$ cat src/rtl/sfps_pkg.sv
// ----------------------------------------------------------------------------
// sfps_pkg
// Types, constants and the preamble table shared by the preamble strip block.
// ----------------------------------------------------------------------------
package sfps_pkg;

    // Number of preamble bytes, and so the number of hold cells.
    localparam int HOLD_DEPTH = 23;

    localparam logic [15:0] MIN_LEN   = 16'd42;
    localparam logic [4:0]  STAMP_LEN = 5'd16;
    localparam logic [4:0]  PRE_LEN   = 5'd23;

    localparam logic [7:0] CHAR_SPACE = 8'h20;
    localparam logic [7:0] CHAR_COLON = 8'h3A;

    typedef struct packed {
        logic [7:0]  text_byte;
        logic        first_flag;
        logic        last_flag;
        logic [15:0] text_length;
    } sfps_in_t;

    typedef struct packed {
        logic [7:0] out_byte;
        logic       byte_valid;
        logic       out_last;
        logic       preamble_removed;
    } sfps_out_t;

    // Control that every hold cell sees in the same cycle.
    typedef struct packed {
        logic       load_en;
        logic [4:0] load_pos;
        logic       shift_en;
    } sfps_cell_ctrl_t;

    // What the parser decides for one accepted beat.
    typedef struct packed {
        logic       hold_en;
        logic [4:0] hold_pos;
        logic [4:0] rep_cnt;
        logic       tail_en;
        sfps_out_t  tail;
    } sfps_dec_t;

    // Lower-case preamble text, one character per position.
    function automatic logic [7:0] preamble_char(input logic [4:0] idx);
        logic [7:0] c;
        case (idx)
            5'd0:    c = "m";
            5'd1:    c = "e";
            5'd2:    c = "s";
            5'd3:    c = "s";
            5'd4:    c = "a";
            5'd5:    c = "g";
            5'd6:    c = "e";
            5'd7:    c = " ";
            5'd8:    c = "f";
            5'd9:    c = "o";
            5'd10:   c = "r";
            5'd11:   c = "w";
            5'd12:   c = "a";
            5'd13:   c = "r";
            5'd14:   c = "d";
            5'd15:   c = "e";
            5'd16:   c = "d";
            5'd17:   c = " ";
            5'd18:   c = "f";
            5'd19:   c = "r";
            5'd20:   c = "o";
            5'd21:   c = "m";
            5'd22:   c = " ";
            default: c = 8'h00;
        endcase
        return c;
    endfunction

    function automatic logic [7:0] to_lower(input logic [7:0] c);
        logic [7:0] r;
        r = c;
        if (c >= 8'h41 && c <= 8'h5A) begin
            r = c | 8'h20;
        end
        return r;
    endfunction

endpackage

$ cat src/rtl/sfps_cell.sv
// ----------------------------------------------------------------------------
// sfps_cell
// One hold cell: stores a preamble byte and hands it to its lower neighbor
// during a replay.
// ----------------------------------------------------------------------------
module sfps_cell
    import sfps_pkg::*;
(
    input  logic            aclk,
    input  sfps_cell_ctrl_t ctrl,
    input  logic [4:0]      cell_idx,
    input  logic [7:0]      load_byte,
    input  logic [7:0]      next_byte,
    output logic [7:0]      cell_byte
);

    logic [7:0] data_reg;
    logic [7:0] data_next;

    always_comb begin
        data_next = data_reg;
        if (ctrl.shift_en) begin
            data_next = next_byte;
        end else if (ctrl.load_en && ctrl.load_pos == cell_idx) begin
            data_next = load_byte;
        end
    end

    always_ff @(posedge aclk) begin
        data_reg <= data_next;
    end

    assign cell_byte = data_reg;

endmodule

$ cat src/rtl/sfps_parse.sv
// ----------------------------------------------------------------------------
// sfps_parse
// Message state and per-beat decision: which bytes pass, are held, replayed
// or dropped.
// ----------------------------------------------------------------------------
module sfps_parse
    import sfps_pkg::*;
(
    input  logic      aclk,
    input  logic      aresetn,
    input  logic      in_fire,
    input  sfps_in_t  in_beat,
    output sfps_dec_t dec
);

    localparam logic [2:0] PH_SPACE = 3'd0;
    localparam logic [2:0] PH_TIME  = 3'd1;
    localparam logic [2:0] PH_MATCH = 3'd2;
    localparam logic [2:0] PH_COLON = 3'd3;
    localparam logic [2:0] PH_PASS  = 3'd4;

    logic [2:0]  phase_reg, phase_next;
    logic [15:0] remaining_reg, remaining_next;
    logic [4:0]  match_pos_reg, match_pos_next;
    logic        removed_reg, removed_next;

    logic [15:0] rem;
    logic [2:0]  ph;
    logic [4:0]  mp;
    logic        rf;
    logic        emit;
    logic [4:0]  mp_inc;
    logic [4:0]  pos;
    logic [4:0]  pos_inc;
    logic [7:0]  b;
    logic        last;

    always_comb begin
        b    = in_beat.text_byte;
        last = in_beat.last_flag;
        rem  = in_beat.first_flag ? in_beat.text_length : remaining_reg;
        ph   = in_beat.first_flag ? PH_SPACE : phase_reg;
        mp   = in_beat.first_flag ? 5'd0 : match_pos_reg;
        rf   = in_beat.first_flag ? 1'b0 : removed_reg;

        phase_next     = ph;
        match_pos_next = mp;
        removed_next   = rf;
        remaining_next = (rem != 16'd0) ? rem - 16'd1 : 16'd0;
        emit           = 1'b1;
        mp_inc         = mp + 5'd1;
        pos            = (mp >= PRE_LEN) ? 5'd0 : mp;
        pos_inc        = pos + 5'd1;

        dec          = '0;
        dec.hold_pos = pos;

        unique case (ph)
            PH_SPACE: begin
                if (rem != 16'd0 && b == CHAR_SPACE) begin
                    phase_next = PH_SPACE;
                end else if (rem < MIN_LEN) begin
                    phase_next = PH_PASS;
                end else begin
                    match_pos_next = 5'd1;
                    phase_next     = PH_TIME;
                end
            end
            PH_TIME: begin
                if (mp_inc >= STAMP_LEN) begin
                    match_pos_next = 5'd0;
                    phase_next     = PH_MATCH;
                end else begin
                    match_pos_next = mp_inc;
                end
            end
            PH_MATCH: begin
                if (to_lower(b) == preamble_char(pos)) begin
                    if (pos_inc >= PRE_LEN) begin
                        removed_next   = 1'b1;
                        match_pos_next = 5'd0;
                        phase_next     = PH_COLON;
                        emit           = 1'b0;
                    end else if (last) begin
                        // The held bytes go out again and the current byte
                        // closes the message.
                        dec.rep_cnt = pos;
                    end else begin
                        match_pos_next = pos_inc;
                        dec.hold_en    = 1'b1;
                        emit           = 1'b0;
                    end
                end else begin
                    dec.rep_cnt    = pos;
                    match_pos_next = 5'd0;
                    phase_next     = PH_PASS;
                end
            end
            PH_COLON: begin
                if (b == CHAR_COLON) begin
                    emit       = 1'b0;
                    phase_next = PH_PASS;
                end else if (b == CHAR_SPACE) begin
                    phase_next = PH_PASS;
                end
            end
            default: begin
                phase_next = ph;
            end
        endcase

        dec.tail_en                = emit || last;
        dec.tail.out_byte          = emit ? b : 8'h00;
        dec.tail.byte_valid        = emit;
        dec.tail.out_last          = last;
        dec.tail.preamble_removed  = removed_next;

        if (last) begin
            phase_next     = PH_SPACE;
            remaining_next = 16'd0;
            match_pos_next = 5'd0;
            removed_next   = 1'b0;
        end
    end

    always_ff @(posedge aclk) begin
        if (!aresetn) begin
            phase_reg     <= PH_SPACE;
            remaining_reg <= 16'd0;
            match_pos_reg <= 5'd0;
            removed_reg   <= 1'b0;
        end else if (in_fire) begin
            phase_reg     <= phase_next;
            remaining_reg <= remaining_next;
            match_pos_reg <= match_pos_next;
            removed_reg   <= removed_next;
        end
    end

endmodule

$ cat src/rtl/syslog_forward_preamble_strip_core.sv
// ----------------------------------------------------------------------------
// syslog_forward_preamble_strip_core
// Strips the forwarded-from preamble after the timestamp of syslog text.
//
//   Channel  Ports                      Direction  Beat
//   input    s_valid s_ready s_data     in         one text byte (sfps_in_t)
//   result   m_valid m_ready m_data     out        one result (sfps_out_t)
//
// An accepted beat's final result waits in the tail register and moves to
// the output register once that is free. A mismatch replays the held bytes
// from the hold cell row at one byte per cycle while the output is free, up
// to 22 bytes. Reset clears the message state and the output valid flag.
// A stalled m_ready holds the output register and, behind it, the input.
// ----------------------------------------------------------------------------
module syslog_forward_preamble_strip_core
    import sfps_pkg::*;
(
    input  logic      aclk,
    input  logic      aresetn,
    input  logic      s_valid,
    output logic      s_ready,
    input  sfps_in_t  s_data,
    output logic      m_valid,
    input  logic      m_ready,
    output sfps_out_t m_data
);

    sfps_dec_t       dec;
    sfps_cell_ctrl_t cell_ctrl;
    logic [7:0]      cell_bytes [HOLD_DEPTH];

    logic [4:0] rep_left_reg, rep_left_next;
    logic       tail_pend_reg, tail_pend_next;
    sfps_out_t  tail_reg, tail_next;
    logic       m_valid_reg, m_valid_next;
    sfps_out_t  m_data_reg, m_data_next;

    logic in_fire;
    logic out_free;
    logic do_rep;
    logic do_tail;

    assign s_ready  = (rep_left_reg == 5'd0) && !tail_pend_reg;
    assign in_fire  = s_valid && s_ready;
    assign out_free = !m_valid_reg || m_ready;
    assign do_rep   = out_free && (rep_left_reg != 5'd0);
    assign do_tail  = out_free && (rep_left_reg == 5'd0) && tail_pend_reg;

    sfps_parse u_parse (
        .aclk    (aclk),
        .aresetn (aresetn),
        .in_fire (in_fire),
        .in_beat (s_data),
        .dec     (dec)
    );

    always_comb begin
        cell_ctrl.load_en  = in_fire && dec.hold_en;
        cell_ctrl.load_pos = dec.hold_pos;
        cell_ctrl.shift_en = do_rep;
    end

    // Held bytes sit in order from cell 0; a replay reads cell 0 and shifts
    // the row down by one.
    genvar gi;
    generate
        for (gi = 0; gi < HOLD_DEPTH; gi++) begin : g_cell
            if (gi == HOLD_DEPTH - 1) begin : g_end
                sfps_cell u_cell (
                    .aclk      (aclk),
                    .ctrl      (cell_ctrl),
                    .cell_idx  (5'(gi)),
                    .load_byte (s_data.text_byte),
                    .next_byte (8'h00),
                    .cell_byte (cell_bytes[gi])
                );
            end else begin : g_mid
                sfps_cell u_cell (
                    .aclk      (aclk),
                    .ctrl      (cell_ctrl),
                    .cell_idx  (5'(gi)),
                    .load_byte (s_data.text_byte),
                    .next_byte (cell_bytes[gi+1]),
                    .cell_byte (cell_bytes[gi])
                );
            end
        end
    endgenerate

    always_comb begin
        rep_left_next  = rep_left_reg;
        tail_pend_next = tail_pend_reg;
        tail_next      = tail_reg;
        m_valid_next   = m_valid_reg;
        m_data_next    = m_data_reg;

        if (in_fire) begin
            rep_left_next  = dec.rep_cnt;
            tail_pend_next = dec.tail_en;
            tail_next      = dec.tail;
        end else if (do_rep) begin
            rep_left_next = rep_left_reg - 5'd1;
        end else if (do_tail) begin
            tail_pend_next = 1'b0;
        end

        if (do_rep) begin
            // Replayed bytes belong to a message whose preamble was not removed.
            m_valid_next                 = 1'b1;
            m_data_next.out_byte         = cell_bytes[0];
            m_data_next.byte_valid       = 1'b1;
            m_data_next.out_last         = 1'b0;
            m_data_next.preamble_removed = 1'b0;
        end else if (do_tail) begin
            m_valid_next = 1'b1;
            m_data_next  = tail_reg;
        end else if (m_ready) begin
            m_valid_next = 1'b0;
        end
    end

    always_ff @(posedge aclk) begin
        if (!aresetn) begin
            rep_left_reg  <= 5'd0;
            tail_pend_reg <= 1'b0;
            m_valid_reg   <= 1'b0;
        end else begin
            rep_left_reg  <= rep_left_next;
            tail_pend_reg <= tail_pend_next;
            m_valid_reg   <= m_valid_next;
        end
    end

    always_ff @(posedge aclk) begin
        tail_reg   <= tail_next;
        m_data_reg <= m_data_next;
    end

    assign m_valid = m_valid_reg;
    assign m_data  = m_data_reg;

endmodule

$ cat config.mk
export PLATFORM = sky130hd
export DESIGN_NAME = syslog_forward_preamble_strip_core
export DESIGN_NICKNAME = d
export VERILOG_FILES = /design/src/rtl/sfps_pkg.sv /design/src/rtl/sfps_cell.sv /design/src/rtl/sfps_parse.sv /design/src/rtl/syslog_forward_preamble_strip_core.sv
export SDC_FILE = /design/constraint.sdc
export NUM_CORES = 1
export LEC_CHECK = 0
export BUFFER_PORTS_ARGS = -buffer_cell sky130_fd_sc_hd__clkbuf_2
export CAP_MARGIN = 40
export CORE_UTILIZATION = 60
export DETAILED_ROUTE_END_ITERATION = 8
export GPL_ROUTABILITY_DRIVEN = 0
export PLACE_DENSITY = 0.74
export SYNTH_ARGS = -nofsm -noshare
export SYNTH_HDL_FRONTEND = slang
export SYNTH_HIERARCHICAL = 1
export SYNTH_SLANG_ARGS = --single-unit
$ cat constraint.sdc
create_clock -name aclk -period 21.6 [get_ports aclk]
set_input_delay 4.32 -clock aclk [delete_from_list [all_inputs] [get_ports aclk]]
set_output_delay 4.32 -clock aclk [all_outputs]
set_load 0.03 [all_outputs]
==> run metrics <==
outcome completed; design area between 10000 and 15000 um2; Largest register FFs between 150 and 200; CP arrival slightly below 10 ns; ys flop type edfxtp_1; Initial DRT Pass Iterations 5; final setup vio count 0; # Post-CTS Setup Buffers 0; Worst setup EP type flip-flop; final setup TNS 0 ns; Cell Pwr Density about 130 nW/um2; clk sinks approximately 240; Die X approximately 150 um; vias in the first global route slightly above 8000; data required time of the worst path 21.78 ns; hold slack approximately 0.47 ns; cells resized by post-CTS repair 0; nets between 1000 and 1500; DR vias/cell approximately 5.7; adder-cell area share of the yosys netlist 0.0104; Post-Route WL 26.9 mm; clk slew on worst S/H paths roughly 0.06 ns; layout cell share with drive strength beyond 1 0.250; dpl hpwl 16.2 mm; Post-Synthesis Cell Area 13200 um2; DRT iter0 DRCs 550; Critical Path Fanout Max 67; pre-CTS WS around 12 ns; class of the worst hold path reg -> reg; Yosys reg bits ~240; num ports 43; fin worst setup slack approximately 12 ns; worst reg2reg setup slack ~16 ns; die area about 23000 um2; H-tree Lvls 1; clock period minus final worst setup slack between 9 and 10 ns; chip height between 150 and 200 um; Max Buffers Root-to-Sink 3; total global routing track utilization 0.247; count of cell types in the netlist 84; total grt overflow 0; PortBufs between 40 and 50; pin count of the biggest net entering global routing 199; async set-reset flop share out of synthesis 0; mux share of post-synthesis cell area 0.170; Post-synth EDFFs between 200 and 250; WL/cell approximately 18 um; post-synthesis compound-gate area fraction 0.0976; # Max-Cap Violations 0; clock root buffer clkbuf_16; leakage power 5.59 nW; max-slew violation count 0; Final Hold Viols 0; max-slew headroom at the worst pin 0.199; DRC 0; commonest non-fill, non-tap cells in the layout edfxtp_1, mux2_2, conb_1, xor2_1, clkbuf_2; unrepaired setup endpoints after global routing no; Ys Warns 6; DP Area between 10000 and 15000 um2; synthesized area per cell 12.5 um2; area share of and/or/nand/nor cells after synthesis 0.0926; ant diodes 0; post-synthesis xor/xnor area fraction 0.0868; row cnt 53; first-pass GRT wire length between 40 and 50 mm; Area Overhead vs Synth 13.1%; total number of vias roughly 8500; Setup CP Type in -> reg; Layout Skew about 0.012 ns; largest family of logic cells by synthesized area multiplexers; initial antenna violation count 0; f_max approximately 110 MHz; cells after synthesis around 1100; worst skew pair latency around 0.53 ns; Peak VDD IR roughly 0.0001 V; commonest non-fill, non-tap cell in the layout edfxtp_1; Tcrit/Tclk final 0.441; CTS Buf Count 26; Core Area 21300 um2; post-synthesis sequential area ratio 0.514; Worst-Margin Slew between 1 and 1.5 ns; hold_buf cts 0; Antenna Violating Nets Remaining 0; Startpoint Class input port; Initial Util 0.621; CTS tree built
-- cells by family after synthesis --
group / after synthesis
compound gates: 175
xor+xnor: 131
fa+ha+maj: 11
buf+inv: 76
flops: 238
mux: 200
other cells: 2
simple gates: 220
-- final cells by class --
cell class	count	area [um2]
clock buffers	30	676
clock inverters	17	176
fillers	1542	6350
inverters	22	82.6
multi-input cells	860	6530
flip-flops and latches	238	6800
well taps	275	344
repair buffers	57	335
-- worst max-delay path, cell delays in order --
cell	delay [ns]
clkbuf_2	0.08
buf_4	0.54
nand2b_1	0.23
inv_1	0.07
ha_1	0.27
a211oi_2	0.31
nor2_1	0.09
nand2_1	0.12
nand2_1	0.19
inv_1	0.18
ha_1	0.32
mux2_1	0.33
a221o_1	0.31
and4_1	0.20
nor4b_1	0.30
nand4_1	0.26
or2_1	0.43
nor3_1	0.16
and3_1	0.18
buf_4	0.33
a31o_1	0.43
-- path summary, 6_finish.rpt --
path                                               start                             endpoint  cells after the start
worst max-delay path                          s_data[17]  g_cell[2].g_mid.u_cell/cell_byte[7]                     21
worst min-delay path                         tail_reg[0]                            m_data[0]                      1
worst max register to register  u_parse/match_pos_reg[1]  g_cell[2].g_mid.u_cell/cell_byte[7]                     18
worst min register to register               tail_reg[0]                            m_data[0]                      1
-- metal layers --
layer | vias to the layer above | wire, um | GRT usage
met1 | 4014 | 12300 | 0.345
li1 | 4199 | - | -
met4 | 0 | 678 | 0.0753
met5 | - | 0 | 0
met3 | 46 | 1280 | 0.0306
met2 | 260 | 12600 | 0.402
-- stage by stage --
step                      utilization  std cells  power [mW]
after global routing            0.702       1499        2.12
after detailed placement        0.662       1452        1.58
after floorplan                     -       1174        1.44
after CTS                       0.702       1499        2.03
after global placement          0.661       1451        1.55
final                           0.702       1499        2.02
-- Yosys cell counts (11+ instances only) --
cell | instances | area, um2
edfxtp_1 | 203 | 6100
mux2_2 | 191 | 2150
xor2_1 | 98 | 858
nor2_1 | 40 | 150
a21oi_1 | 35 | 175
dfxtp_1 | 35 | 701
xnor2_1 | 33 | 289
buf_2 | 32 | 160
nand2_1 | 30 | 113
nor4_1 | 30 | 188
o21ai_0 | 30 | 150
a31o_1 | 23 | 201
nand3_1 | 21 | 105
inv_1 | 20 | 75.1
nor3_1 | 19 | 95.1
and2_1 | 14 | 87.6
ha_1 | 11 | 138
nor2b_1 | 11 | 68.8
-- power by group --
| group | switching (mW) | total [mW] | internal (mW) | leakage [nW] |
|---|---|---|---|---|
| Clock | 0.178 | 0.438 | 0.260 | 0.412 |
| Combinational | 0.365 | 0.674 | 0.309 | 2.95 |
| Sequential | 0.0704 | 0.903 | 0.833 | 2.22 |
| Total | 0.614 | 2.02 | 1.40 | 5.59 |
(Power assumes the default switching activity.)
